## src/pid_pkg.sv

```systemverilog
`timescale 1ns / 1ps
`default_nettype none
package pid_pkg;

  localparam int DATA_W  = 32;            // Q16.16 signal width
  localparam int COEF_W  = 24;            // widest coefficient (Q8.16)
  localparam int WGT_W   = 17;            // Q1.16 weight, one is 65536
  localparam int XW      = 34;            // multiplicand, room for a difference
  localparam int PROD_W  = XW + COEF_W;   // exact product
  localparam int SAT_W   = 60;            // working width for saturation
  localparam int DIGIT_W_DEF = 4;         // coefficient bits per multiplier cycle

  localparam logic [WGT_W-1:0] Q_ONE = 17'h10000;

  typedef enum logic [1:0] {
    CMD_UPDATE   = 2'd0,
    CMD_OVERRIDE = 2'd1,
    CMD_RESUME   = 2'd2,
    CMD_NONE     = 2'd3
  } cmd_t;

  typedef enum logic [2:0] {
    REG_KP   = 3'd0,
    REG_KI   = 3'd1,
    REG_KD   = 3'd2,
    REG_MW   = 3'd3,
    REG_DS   = 3'd4,
    REG_KAW  = 3'd5,
    REG_OMIN = 3'd6,
    REG_OMAX = 3'd7
  } reg_t;

  typedef enum logic [2:0] {
    ST_IDLE,
    ST_PREP,
    ST_ISSUE,
    ST_WAIT,
    ST_DES,
    ST_OUT
  } state_t;

  // multiplier jobs in running order
  typedef enum logic [2:0] {
    OP_PE    = 3'd0,
    OP_PM    = 3'd1,
    OP_MIXE  = 3'd2,
    OP_MIXM  = 3'd3,
    OP_DRAW  = 3'd4,
    OP_DFILT = 3'd5,
    OP_INTEG = 3'd6,
    OP_AW    = 3'd7
  } op_t;

  typedef struct packed {
    logic                     start;
    logic [COEF_W-1:0]        coef;
    logic signed [XW-1:0]     x;
  } mul_req_t;

  function automatic logic signed [DATA_W-1:0] sat32(input logic signed [SAT_W-1:0] v);
    if (&v[SAT_W-1:DATA_W-1] || ~|v[SAT_W-1:DATA_W-1]) begin
      return v[DATA_W-1:0];
    end
    return v[SAT_W-1] ? 32'sh8000_0000 : 32'sh7FFF_FFFF;
  endfunction

  function automatic logic signed [SAT_W-1:0] ext32(input logic signed [DATA_W-1:0] v);
    return {{(SAT_W-DATA_W){v[DATA_W-1]}}, v};
  endfunction

  // exact product >> 16, floor, saturated
  function automatic logic signed [DATA_W-1:0] scl(input logic signed [PROD_W-1:0] p);
    logic signed [SAT_W-1:0] e;
    e = {{(SAT_W-PROD_W){p[PROD_W-1]}}, p};
    return sat32(e >>> 16);
  endfunction

  function automatic logic signed [DATA_W-1:0] clampv(input logic signed [DATA_W-1:0] v,
                                                      input logic signed [DATA_W-1:0] lo,
                                                      input logic signed [DATA_W-1:0] hi);
    if (v > hi) return hi;
    if (v < lo) return lo;
    return v;
  endfunction

endpackage
`default_nettype wire

```

## src/pid_mul.sv

```systemverilog
`timescale 1ns / 1ps
`default_nettype none
// Digit-serial signed x unsigned multiplier, MSB digit of the coefficient first.
module pid_mul #(
  parameter int DIGIT_W = pid_pkg::DIGIT_W_DEF
) (
  input  wire                                    clk,
  input  wire                                    rst_n,
  input  pid_pkg::mul_req_t                      req,
  output logic                                   done,
  output logic signed [pid_pkg::PROD_W-1:0]      prod
);

  localparam int STEPS = (pid_pkg::COEF_W + DIGIT_W - 1) / DIGIT_W;
  localparam int PAD_W = STEPS * DIGIT_W;
  localparam int CNT_W = (STEPS > 1) ? $clog2(STEPS) : 1;
  localparam int PP_W  = pid_pkg::XW + DIGIT_W + 1;

  logic [PAD_W-1:0]                  coef_r;
  logic signed [pid_pkg::XW-1:0]     x_r;
  logic signed [pid_pkg::PROD_W-1:0] acc_r;
  logic [CNT_W-1:0]                  cnt_r;
  logic                              busy_r, done_r;

  logic signed [PP_W-1:0]            pp;
  logic signed [pid_pkg::PROD_W-1:0] acc_nxt;

  always_comb begin
    pp      = x_r * $signed({1'b0, coef_r[PAD_W-1 -: DIGIT_W]});
    acc_nxt = (acc_r <<< DIGIT_W)
            + {{(pid_pkg::PROD_W-PP_W){pp[PP_W-1]}}, pp};
  end

  always_ff @(posedge clk) begin
    if (!rst_n) begin
      busy_r <= 1'b0;
      done_r <= 1'b0;
      cnt_r  <= '0;
    end else begin
      done_r <= 1'b0;
      if (req.start) begin
        busy_r <= 1'b1;
        cnt_r  <= '0;
      end else if (busy_r) begin
        cnt_r <= CNT_W'(cnt_r + 1'b1);
        if (cnt_r == CNT_W'(STEPS - 1)) begin
          busy_r <= 1'b0;
          done_r <= 1'b1;
        end
      end
    end
  end

  always_ff @(posedge clk) begin
    if (req.start) begin
      coef_r <= PAD_W'(req.coef) << (PAD_W - pid_pkg::COEF_W);
      x_r    <= req.x;
      acc_r  <= '0;
    end else if (busy_r) begin
      coef_r <= coef_r << DIGIT_W;
      acc_r  <= acc_nxt;
    end
  end

  assign done = done_r;
  assign prod = acc_r;

endmodule
`default_nettype wire

```

## src/pid_controller_step.sv

```systemverilog
`timescale 1ns / 1ps
`default_nettype none
// PID step, Q16.16 signals, Q8.16 gains, trapezoidal integral with back-calculation
// anti-windup, filtered derivative on measurement, clamped output. One transaction in
// gives one transaction out. All products go through a single digit-serial multiplier
// taking DIGIT_W coefficient bits per cycle. An active update runs eight products in
// sequence; override, resume, unused commands and updates in override use no product
// and go from decode straight to the output state. A new input transaction is taken
// once the previous one has reached the output register, even if that result has not
// yet been taken downstream. Configuration writes (cfg_index is the register number)
// must only be made while the block is idle. No clearing pass after reset.
module pid_controller_step #(
  parameter int DIGIT_W = pid_pkg::DIGIT_W_DEF
) (
  input  wire          clk,
  input  wire          rst_n,
  input  wire          in_tvalid,
  output logic         in_tready,
  input  wire  [103:0] in_tdata,   // measurement[31:0], target[63:32], reverse[64],
                                   // manual_value[96:65], zero[103:97]
  input  wire  [1:0]   in_tuser,   // cmd[1:0]
  output logic         out_tvalid,
  input  wire          out_tready,
  output logic [39:0]  out_tdata,  // drive[31:0], overridden[32], zero[39:33]
  input  wire          cfg_we,
  input  wire  [2:0]   cfg_index,
  input  wire  [31:0]  cfg_wdata
);

  localparam int DW = pid_pkg::DATA_W;
  localparam int CW = pid_pkg::COEF_W;
  localparam int WW = pid_pkg::WGT_W;
  localparam int SAT_MIX = pid_pkg::PROD_W;

  // configuration
  logic [CW-1:0]        kp_r, ki_r, kd_r, kaw_r;
  logic [WW-1:0]        mw_r, ds_r;
  logic signed [DW-1:0] omin_r, omax_r;

  // latched transaction
  pid_pkg::cmd_t        cmd_r;
  logic signed [DW-1:0] meas_r, tgt_r, man_r;
  logic                 rev_r;

  // controller state
  logic signed [DW-1:0] integ_r, pmeas_r, perr_r, pdterm_r, pdrive_r;
  logic                 ovr_r;
  logic signed [DW-1:0] integ_nxt, pmeas_nxt, perr_nxt, pdterm_nxt, pdrive_nxt;
  logic                 ovr_nxt;

  // working values
  logic signed [DW-1:0]              err_r, dmeas_r, pe_r, pm_r, p_r, draw_r, des_r;
  logic signed [DW-1:0]              err_nxt, dmeas_nxt, pe_nxt, pm_nxt, p_nxt;
  logic signed [DW-1:0]              draw_nxt, des_nxt;
  logic signed [pid_pkg::PROD_W-1:0] t1_r, t1_nxt;

  pid_pkg::state_t state_r, state_nxt;
  pid_pkg::op_t    op_r, op_nxt;

  logic                 out_tvalid_r, out_tvalid_nxt;
  logic signed [DW-1:0] out_drive_r, out_drive_nxt;
  logic                 out_ovr_r, out_ovr_nxt;

  pid_pkg::mul_req_t                 mul_req;
  logic                              mul_done;
  logic signed [pid_pkg::PROD_W-1:0] mul_prod;

  logic [WW-1:0] w_sat, a_sat;
  logic          in_acc;

  assign in_tready = (state_r == pid_pkg::ST_IDLE);
  assign in_acc    = in_tvalid && in_tready;
  assign w_sat     = (mw_r > pid_pkg::Q_ONE) ? pid_pkg::Q_ONE : mw_r;
  assign a_sat     = (ds_r > pid_pkg::Q_ONE) ? pid_pkg::Q_ONE : ds_r;

  // configuration writes
  always_ff @(posedge clk) begin
    if (!rst_n) begin
      kp_r   <= '0;
      ki_r   <= '0;
      kd_r   <= '0;
      mw_r   <= '0;
      ds_r   <= pid_pkg::Q_ONE;
      kaw_r  <= '0;
      omin_r <= 32'sh8000_0000;
      omax_r <= 32'sh7FFF_FFFF;
    end else if (cfg_we) begin
      unique case (pid_pkg::reg_t'(cfg_index))
        pid_pkg::REG_KP:   kp_r   <= cfg_wdata[CW-1:0];
        pid_pkg::REG_KI:   ki_r   <= cfg_wdata[CW-1:0];
        pid_pkg::REG_KD:   kd_r   <= cfg_wdata[CW-1:0];
        pid_pkg::REG_MW:   mw_r   <= cfg_wdata[WW-1:0];
        pid_pkg::REG_DS:   ds_r   <= cfg_wdata[WW-1:0];
        pid_pkg::REG_KAW:  kaw_r  <= cfg_wdata[CW-1:0];
        pid_pkg::REG_OMIN: omin_r <= cfg_wdata;
        pid_pkg::REG_OMAX: omax_r <= cfg_wdata;
        default: ;
      endcase
    end
  end

  // input capture, payload only
  always_ff @(posedge clk) begin
    if (in_acc) begin
      cmd_r  <= pid_pkg::cmd_t'(in_tuser);
      meas_r <= in_tdata[31:0];
      tgt_r  <= in_tdata[63:32];
      rev_r  <= in_tdata[64];
      man_r  <= in_tdata[96:65];
    end
  end

  // multiplier operand select
  always_comb begin
    logic signed [DW:0]   msum;
    logic signed [DW-1:0] mean;
    msum = {err_r[DW-1], err_r} + {perr_r[DW-1], perr_r};
    mean = msum[DW:1];                           // floor of half
    mul_req.start = (state_r == pid_pkg::ST_ISSUE);
    mul_req.coef  = kp_r;
    mul_req.x     = pid_pkg::XW'(pid_pkg::ext32(err_r));
    case (op_r)
      pid_pkg::OP_PE: begin
        mul_req.coef = kp_r;
        mul_req.x    = pid_pkg::XW'(pid_pkg::ext32(err_r));
      end
      pid_pkg::OP_PM: begin
        mul_req.coef = kp_r;
        mul_req.x    = pid_pkg::XW'(pid_pkg::ext32(dmeas_r));
      end
      pid_pkg::OP_MIXE: begin
        mul_req.coef = CW'(pid_pkg::Q_ONE - w_sat);
        mul_req.x    = pid_pkg::XW'(pid_pkg::ext32(pe_r));
      end
      pid_pkg::OP_MIXM: begin
        mul_req.coef = CW'(w_sat);
        mul_req.x    = pid_pkg::XW'(pid_pkg::ext32(pm_r));
      end
      pid_pkg::OP_DRAW: begin
        mul_req.coef = kd_r;
        mul_req.x    = pid_pkg::XW'(pid_pkg::ext32(dmeas_r));
      end
      pid_pkg::OP_DFILT: begin
        mul_req.coef = CW'(a_sat);
        mul_req.x    = pid_pkg::XW'(pid_pkg::ext32(draw_r) - pid_pkg::ext32(pdterm_r));
      end
      pid_pkg::OP_INTEG: begin
        mul_req.coef = ki_r;
        mul_req.x    = pid_pkg::XW'(pid_pkg::ext32(mean));
      end
      pid_pkg::OP_AW: begin
        mul_req.coef = kaw_r;
        mul_req.x    = pid_pkg::XW'(pid_pkg::ext32(pdrive_r) - pid_pkg::ext32(des_r));
      end
      default: ;
    endcase
  end

  pid_mul #(.DIGIT_W(DIGIT_W)) u_mul (
    .clk   (clk),
    .rst_n (rst_n),
    .req   (mul_req),
    .done  (mul_done),
    .prod  (mul_prod)
  );

  // sequencer
  always_comb begin
    logic signed [DW-1:0]    e, d;
    logic signed [DW-1:0]    sc;
    logic signed [SAT_MIX:0] mix;
    state_nxt      = state_r;
    op_nxt         = op_r;
    integ_nxt      = integ_r;
    pmeas_nxt      = pmeas_r;
    perr_nxt       = perr_r;
    pdterm_nxt     = pdterm_r;
    pdrive_nxt     = pdrive_r;
    ovr_nxt        = ovr_r;
    err_nxt        = err_r;
    dmeas_nxt      = dmeas_r;
    pe_nxt         = pe_r;
    pm_nxt         = pm_r;
    p_nxt          = p_r;
    draw_nxt       = draw_r;
    des_nxt        = des_r;
    t1_nxt         = t1_r;
    out_tvalid_nxt = out_tvalid_r && !out_tready;
    out_drive_nxt  = out_drive_r;
    out_ovr_nxt    = out_ovr_r;
    e   = pid_pkg::sat32(pid_pkg::ext32(tgt_r) - pid_pkg::ext32(meas_r));
    d   = pid_pkg::sat32(pid_pkg::ext32(meas_r) - pid_pkg::ext32(pmeas_r));
    sc  = pid_pkg::scl(mul_prod);
    mix = {t1_r[pid_pkg::PROD_W-1], t1_r} - {mul_prod[pid_pkg::PROD_W-1], mul_prod};
    unique case (state_r)
      pid_pkg::ST_IDLE: begin
        if (in_acc) state_nxt = pid_pkg::ST_PREP;
      end
      pid_pkg::ST_PREP: begin
        state_nxt = pid_pkg::ST_OUT;
        case (cmd_r)
          pid_pkg::CMD_UPDATE: begin
            pmeas_nxt = meas_r;
            if (!ovr_r) begin
              err_nxt   = rev_r ? pid_pkg::sat32(-pid_pkg::ext32(e)) : e;
              dmeas_nxt = rev_r ? pid_pkg::sat32(-pid_pkg::ext32(d)) : d;
              op_nxt    = pid_pkg::OP_PE;
              state_nxt = pid_pkg::ST_ISSUE;
            end
          end
          pid_pkg::CMD_OVERRIDE: begin
            ovr_nxt    = 1'b1;
            pdrive_nxt = man_r;
          end
          pid_pkg::CMD_RESUME: begin
            if (ovr_r) integ_nxt = pid_pkg::clampv(pdrive_r, omin_r, omax_r);
            ovr_nxt = 1'b0;
          end
          default: ;
        endcase
      end
      pid_pkg::ST_ISSUE: begin
        state_nxt = pid_pkg::ST_WAIT;
      end
      pid_pkg::ST_WAIT: begin
        if (mul_done) begin
          op_nxt    = pid_pkg::op_t'(3'(op_r + 3'd1));
          state_nxt = pid_pkg::ST_ISSUE;
          case (op_r)
            pid_pkg::OP_PE:   pe_nxt = sc;
            pid_pkg::OP_PM:   pm_nxt = sc;
            pid_pkg::OP_MIXE: t1_nxt = mul_prod;
            pid_pkg::OP_MIXM: p_nxt  = pid_pkg::sat32(pid_pkg::SAT_W'(mix >>> 16));
            pid_pkg::OP_DRAW: draw_nxt = sc;
            pid_pkg::OP_DFILT: begin
              pdterm_nxt = pid_pkg::sat32(pid_pkg::ext32(pdterm_r) + pid_pkg::ext32(sc));
              state_nxt  = pid_pkg::ST_DES;
            end
            pid_pkg::OP_INTEG: begin
              integ_nxt = pid_pkg::sat32(pid_pkg::ext32(integ_r) + pid_pkg::ext32(sc));
            end
            pid_pkg::OP_AW: begin
              integ_nxt = pid_pkg::sat32(pid_pkg::ext32(integ_r) + pid_pkg::ext32(sc));
              perr_nxt  = err_r;
              state_nxt = pid_pkg::ST_OUT;
            end
            default: ;
          endcase
        end
      end
      pid_pkg::ST_DES: begin
        des_nxt = pid_pkg::sat32(pid_pkg::ext32(p_r) + pid_pkg::ext32(integ_r)
                                 - pid_pkg::ext32(pdterm_r));
        pdrive_nxt = pid_pkg::clampv(des_nxt, omin_r, omax_r);
        state_nxt  = pid_pkg::ST_ISSUE;
      end
      pid_pkg::ST_OUT: begin
        if (!out_tvalid_r || out_tready) begin
          out_tvalid_nxt = 1'b1;
          out_drive_nxt  = pdrive_r;
          out_ovr_nxt    = ovr_r;
          state_nxt      = pid_pkg::ST_IDLE;
        end
      end
      default: state_nxt = pid_pkg::ST_IDLE;
    endcase
  end

  always_ff @(posedge clk) begin
    if (!rst_n) begin
      state_r      <= pid_pkg::ST_IDLE;
      op_r         <= pid_pkg::OP_PE;
      out_tvalid_r <= 1'b0;
      integ_r      <= '0;
      pmeas_r      <= '0;
      perr_r       <= '0;
      pdterm_r     <= '0;
      pdrive_r     <= '0;
      ovr_r        <= 1'b0;
    end else begin
      state_r      <= state_nxt;
      op_r         <= op_nxt;
      out_tvalid_r <= out_tvalid_nxt;
      integ_r      <= integ_nxt;
      pmeas_r      <= pmeas_nxt;
      perr_r       <= perr_nxt;
      pdterm_r     <= pdterm_nxt;
      pdrive_r     <= pdrive_nxt;
      ovr_r        <= ovr_nxt;
    end
  end

  always_ff @(posedge clk) begin
    err_r       <= err_nxt;
    dmeas_r     <= dmeas_nxt;
    pe_r        <= pe_nxt;
    pm_r        <= pm_nxt;
    p_r         <= p_nxt;
    draw_r      <= draw_nxt;
    des_r       <= des_nxt;
    t1_r        <= t1_nxt;
    out_drive_r <= out_drive_nxt;
    out_ovr_r   <= out_ovr_nxt;
  end

  assign out_tvalid = out_tvalid_r;
  assign out_tdata  = {7'd0, out_ovr_r, out_drive_r};

`ifndef NO_ASSERTIONS
  // multiplier only finishes when the sequencer is waiting for it
  a_done_in_wait: assert property (@(posedge clk) disable iff (!rst_n)
    mul_done |-> state_r == pid_pkg::ST_WAIT)
    else $error("multiplier result outside wait state");

  // an accepted transaction always starts with the decode step
  a_accept_prep: assert property (@(posedge clk) disable iff (!rst_n)
    in_tvalid && in_tready |=> state_r == pid_pkg::ST_PREP)
    else $error("accepted transaction not decoded");

  // a free output register is loaded from the result state
  a_out_load: assert property (@(posedge clk) disable iff (!rst_n)
    state_r == pid_pkg::ST_OUT && !out_tvalid_r |=> out_tvalid_r)
    else $error("result not presented");
`endif

endmodule
`default_nettype wire

```

## config.mk

```make
export PLATFORM = sky130hd
export DESIGN_NAME = pid_controller_step
export DESIGN_NICKNAME = d
export VERILOG_FILES = /design/src/pid_pkg.sv /design/src/pid_mul.sv /design/src/pid_controller_step.sv
export SDC_FILE = /design/constraint.sdc
export NUM_CORES = 2
export LEC_CHECK = 0
export BUFFER_PORTS_ARGS = -buffer_cell sky130_fd_sc_hd__buf_2
export CAP_MARGIN = 10
export CORE_MARGIN = 3
export CORE_UTILIZATION = 55
export DETAILED_ROUTE_END_ITERATION = 7
export PLACE_DENSITY = 0.75
export RECOVER_POWER = 25
export SETUP_SLACK_MARGIN = 0.05
export SLEW_MARGIN = 5
export SYNTH_ARGS = -nofsm -noshare
export SYNTH_HDL_FRONTEND = slang
export SYNTH_SLANG_ARGS = --single-unit
```

## constraint.sdc

```tcl
create_clock -name clk -period 7.7 [get_ports clk]
set_clock_uncertainty 0.15 [all_clocks]
set_input_delay 0.77 -clock clk [delete_from_list [all_inputs] [get_ports clk]]
set_output_delay 0.77 -clock clk [all_outputs]
set_load 0.02 [all_outputs]
```

# Yosys cells after proc, flatten, opt, wreduce, memory -nomap -nowiden

Index checks and enable logic that the tools add are counted.

Flip-flop bits (word level): 897
Input port bits: 146
Logic and storage cells: 280

Add/sub/neg operators: 16
Multipliers: 1
$lt $le $gt $ge: 6
Equality and inequality tests: 31
Muxes and demuxes: 111
Bitwise gates (word level): 3
Reductions and logical operators: 74

Operators by type and width:

| kind                                                                  | number |
|---|---|
| 32-bit 2-to-1 mux                                                     | 43 |
| 58-bit case mux with 8 select lines                                   | 1 |
| 29-bit AND reduction                                                  | 7 |
| 29-bit OR reduction                                                   | 7 |
| 32-bit case mux with 2 select lines                                   | 3 |
| 32-bit by 32-bit adder with 33-bit output                             | 4 |
| 32-bit by 32-bit subtractor with 33-bit output                        | 4 |
| 32-bit negation with 60-bit output                                    | 2 |
| 32-bit greater-than comparator                                        | 2 |
| 32-bit less-than comparator                                           | 2 |
| 58-bit by 58-bit subtractor with 59-bit output                        | 1 |
| 58-bit adder                                                          | 1 |
| 1-bit 2-to-1 mux                                                      | 48 |
| 24-bit 2-to-1 mux                                                     | 2 |
| 34-bit by 5-bit multiplier with 39-bit output                         | 1 |
| 17-bit greater-than comparator, second input constant                 | 2 |
| 17-bit 2-to-1 mux                                                     | 2 |
| 33-bit by 32-bit subtractor with 34-bit output                        | 1 |
| 3-bit equality test, second input constant                            | 11 |
| 3-bit AND reduction                                                   | 9 |
| 3-bit 2-to-1 mux                                                      | 8 |
| 2-bit AND reduction                                                   | 12 |
| 3-bit by 2-bit equality test with 1-bit output, second input constant | 6 |
| 3-bit case mux with 6 select lines                                    | 1 |
| other kinds (25)                                                      | 62 |

# Longest topological paths before layout

Depth in word-level cells: 17
Mapped depth: 34
Mapped depth without buffers: 33

# Cells and area by module

From an unflattened synthesis, not the netlist that was laid out.

Cells, all modules: 7848
Area, all modules: 66819.1 um^2

Modules (own cells, without submodules):

| module              | instances | cells each | area an instance (um^2) |
|---|---|---|---|
| pid_controller_step | 1         | 6487       | 54671.2 |
| pid_mul             | 1         | 1361       | 12147.9 |

# Least setup slack after synthesis

OpenSTA, ideal clock, no wires.

Kind: reg-to-reg
From: register u_mul.coef_r[22]
To: register u_mul.acc_r (netlist bit u_mul.prod[57])
Setup time: 0.115 ns
Arrival: 7.852 ns
Data required time: 7.435 ns
Slack: -0.416 ns
Stages on the path, launching flop included: 33
Period minus slack after synthesis: 8.116 ns
Cell sequence: edfxtp_1 clkbuf_1 and2_1 ha_1 fa_1 inv_1 fa_1 inv_1 ha_1 o21ai_0 a21oi_1 a31o_2 and4_1 nor2_1 or3_1 nand3_1 nand2_1 o311ai_0 a21oi_1 xnor2_1 ha_1 a21o_1 a21o_1 a21o_1 a21o_1 a21o_1 o31a_1 a21o_1 nand2b_1 a311oi_1 xnor2_1 nor3_1 a2111oi_0

Word-level cells in the longest chain between the ends: 2

RTL lines:

| item                                          | RTL line      | source |
|---|---|---|
| start, declared                               | pid_mul.sv:19 | `logic [PAD_W-1:0] coef_r;` |
| start signal, assigned                        | pid_mul.sv:56 | `coef_r <= PAD_W'(req.coef) << (PAD_W - pid_pkg::COEF_W);` |
| start signal, assigned                        | pid_mul.sv:60 | `coef_r <= coef_r << DIGIT_W;` |
| 34-bit by 5-bit multiplier with 39-bit output | pid_mul.sv:29 | `pp = x_r * $signed({1'b0, coef_r[PAD_W-1 -: DIGIT_W]});` |
| 58-bit adder                                  | pid_mul.sv:31 | `+ {{(pid_pkg::PROD_W-PP_W){pp[PP_W-1]}}, pp};` |
| end signal, assigned                          | pid_mul.sv:61 | `acc_r <= acc_nxt;` |
| end, declared                                 | pid_mul.sv:21 | `logic signed [pid_pkg::PROD_W-1:0] acc_r;` |

Every way passes these cells.
A chain may end at the register's enable or synchronous reset.

# Worst setup path in the final report

Same ends and word-level chain as after synthesis.

==> results_dict.tcl <==
set metrics [dict create \
    finalPower_mw 21.9 \
    cts.clk_slew.worst_paths_ps 60 \
    cts_hold_buf 0 \
    worst_slack_ps 171 \
    start_util 0.556 \
    clock_latency_ps 730 \
    cts.sinks 896 \
    areaGrowthSynthToFinish_pct 11.1 \
    htreeDepth 3 \
    antenna_found_initial 14 \
    drive_gt1_frac 0.0965 \
    tns_ps 0 \
    final_common_cell "nand2_1" \
    ant_nets 0 \
    grt_max_degree 102 \
    die_h_um 349 \
    viasPerCell 6.30 \
    totalWireLength_um 212000 \
    wl_per_cell_um 23.1 \
    endpoint_kind "register" \
    drc 0 \
    num_vias 57700 \
    gp_congestion 1.00 \
    rsz0062_at_grt "true" \
    syn_area_um2 64800 \
    slew-limit-headroom -1.94 \
    pwr_density_cell_nw_per_um2 304 \
    max_freq_mhz 133 \
    post-place-ws_ps -134 \
    firstDrtPassIters 6 \
    slew_violations 293 \
    cts_root_buf "clkbuf_16" \
    row_count 125 \
    ys_warn_count 0 \
    ys_seq_elements 896 \
    cts_tree "done" \
    violations "max-capacitance violations, max-slew violations" \
    setup_viol 0 \
    grt_usage 0.336 \
    cts_made_buffers 98 \
    tightest_slew_ps 4410 \
    grt_pass1_vias 53800 \
    dp_hpwl_um 159000 \
    status "finished with violations" \
    cts_buffer_depth 3 \
    synth_edf_count 471 \
    core_um2 117000 \
    crit_top_cell "a21o_1" \
    finalHoldViolations 0 \
    io-pin-count 188 \
    leakage_nw 30.0 \
    reg2reg_depth 34 \
    synth_cell_types 112 \
    path_class "reg -> reg" \
    ir_drop_mv 0.252 \
    drt_iter0_drc 6552 \
    grt_pass1_wl_um 319000 \
    cp.required_ps 8140 \
    synth_cells 7378 \
    finalCritPeriodShare 0.978 \
    die_w_um 349 \
    hold_path_class "in -> reg" \
    overflow 0 \
    cp_slowest_cell "fa_1" \
    critPathMaxStageDelay_ps 520 \
    cp.arrival_ps 7970 \
    async_flop_share 0 \
    min_period_ps 7530 \
    port_buffers 173 \
    synth-seq-area-share 0.350 \
    start_kind "register" \
    ys.flop_type "edfxtp_1" \
    whs_path_depth 1 \
    cp_max_fo 6 \
    layout_common_cells "nand2_1 (873), a21oi_1 (717), inv_1 (618)" \
    cap_violations 6 \
    dieArea_um2 122000 \
    syn_area_per_cell_um2 8.78 \
    fin_nets 8384 \
]
stage by stage:
| stage | util | cells | hold WS (ps) | instance area, µm² |
|---|---|---|---|---|
| 3_5_place_dp | 0.584 | 8954 | 296 | 68000 |
| 6_report | 0.618 | 9160 | 63.4 | 72000 |
| 3_3_place_gp | 0.584 | 8954 | 291 | 68000 |
| 4_1_cts | 0.614 | 9140 | 30.0 | 71500 |
| 5_1_grt | 0.617 | 9153 | 53.0 | 71900 |
| 2_1_floorplan | - | 7384 | 258 | 64800 |
cells in the mapped netlist, types with 132 or more instances:
cell	number	share of area
nor2_1	439	0.025
mux2i_1	132	0.020
xnor2_1	202	0.027
nand3_1	138	0.011
a21oi_1	726	0.056
edfxtp_1	471	0.22
a21o_1	228	0.026
clkbuf_1	261	0.015
ha_1	587	0.11
o21ai_0	337	0.026
nand2_1	876	0.051
inv_1	619	0.036
dfxtp_1	425	0.13
and2_1	135	0.013
where the power goes:
part           leakage (nW)  total, mW  internal [mW]  switching [mW]
registers              7.76       6.09           5.65           0.440
logic                  20.6       10.7           4.22            6.52
clock network          1.64       5.03           2.86            2.17
critical path: cells and delay by family (launching register included):
kind,cells,cell delay (ps)
AOI/OAI and AO/OA,14,2730
xor gates and xnor gates,2,440
adders and majority gates,5,1820
buffers and inverters,5,570
DFF,1,470
and+or+nand+nor,8,1230
layer usage:
layer,global-route usage,routed length [µm]
met5,0,34
met4,0.176,12600
met3,0.0727,20900
met2,0.509,91600
met1,0.452,86600
worst paths after layout:
| check | slack (ps) | start | end |
|---|---|---|---|
| worst min register to register | 300 | pmeas_r[5] | pmeas_r[5] |
| worst max-delay path | 170 | u_mul.coef_r[22] | u_mul.prod[57] |
| worst max register to register | 170 | u_mul.coef_r[22] | u_mul.prod[57] |
| worst min-delay path | 60 | in_tdata[81] | man_r[16] |
timing repair:
item                       CTS  global route
cloned                       0             2
resized for setup           14            66
pin swaps                    3            34
setup buffers                0             9
setup endpoints to repair    6            56
cells by family (layout without fill, tap and decap cells):
family                   Yosys count  in the layout  share of synthesized area
multiplexers                     185            185                     0.0296
AND/OR/NAND/NOR                 2173           2173                      0.157
other                              1             14                  0.0000579
XOR/XNOR                         305            305                     0.0412
AO/OA/AOI/OAI                   2164           2164                      0.217
buffers and inverters            944           1189                     0.0563
flip-flops                       896            896                      0.350
adder cells (fa/ha/maj)          710            710                      0.149
area by class of cell:
cell class              instances  area [µm²]
fillers                      9903       44600
multi-input cells            5544       39000
flip-flops and latches        896       22700
clock buffers                 129        2770
repair buffers                380        2570
inverters                     623        2340
well taps                    1524        1910
clock inverters                57         667
diodes                          7        17.5
Note: power is estimated with default switching activity, not from simulation.
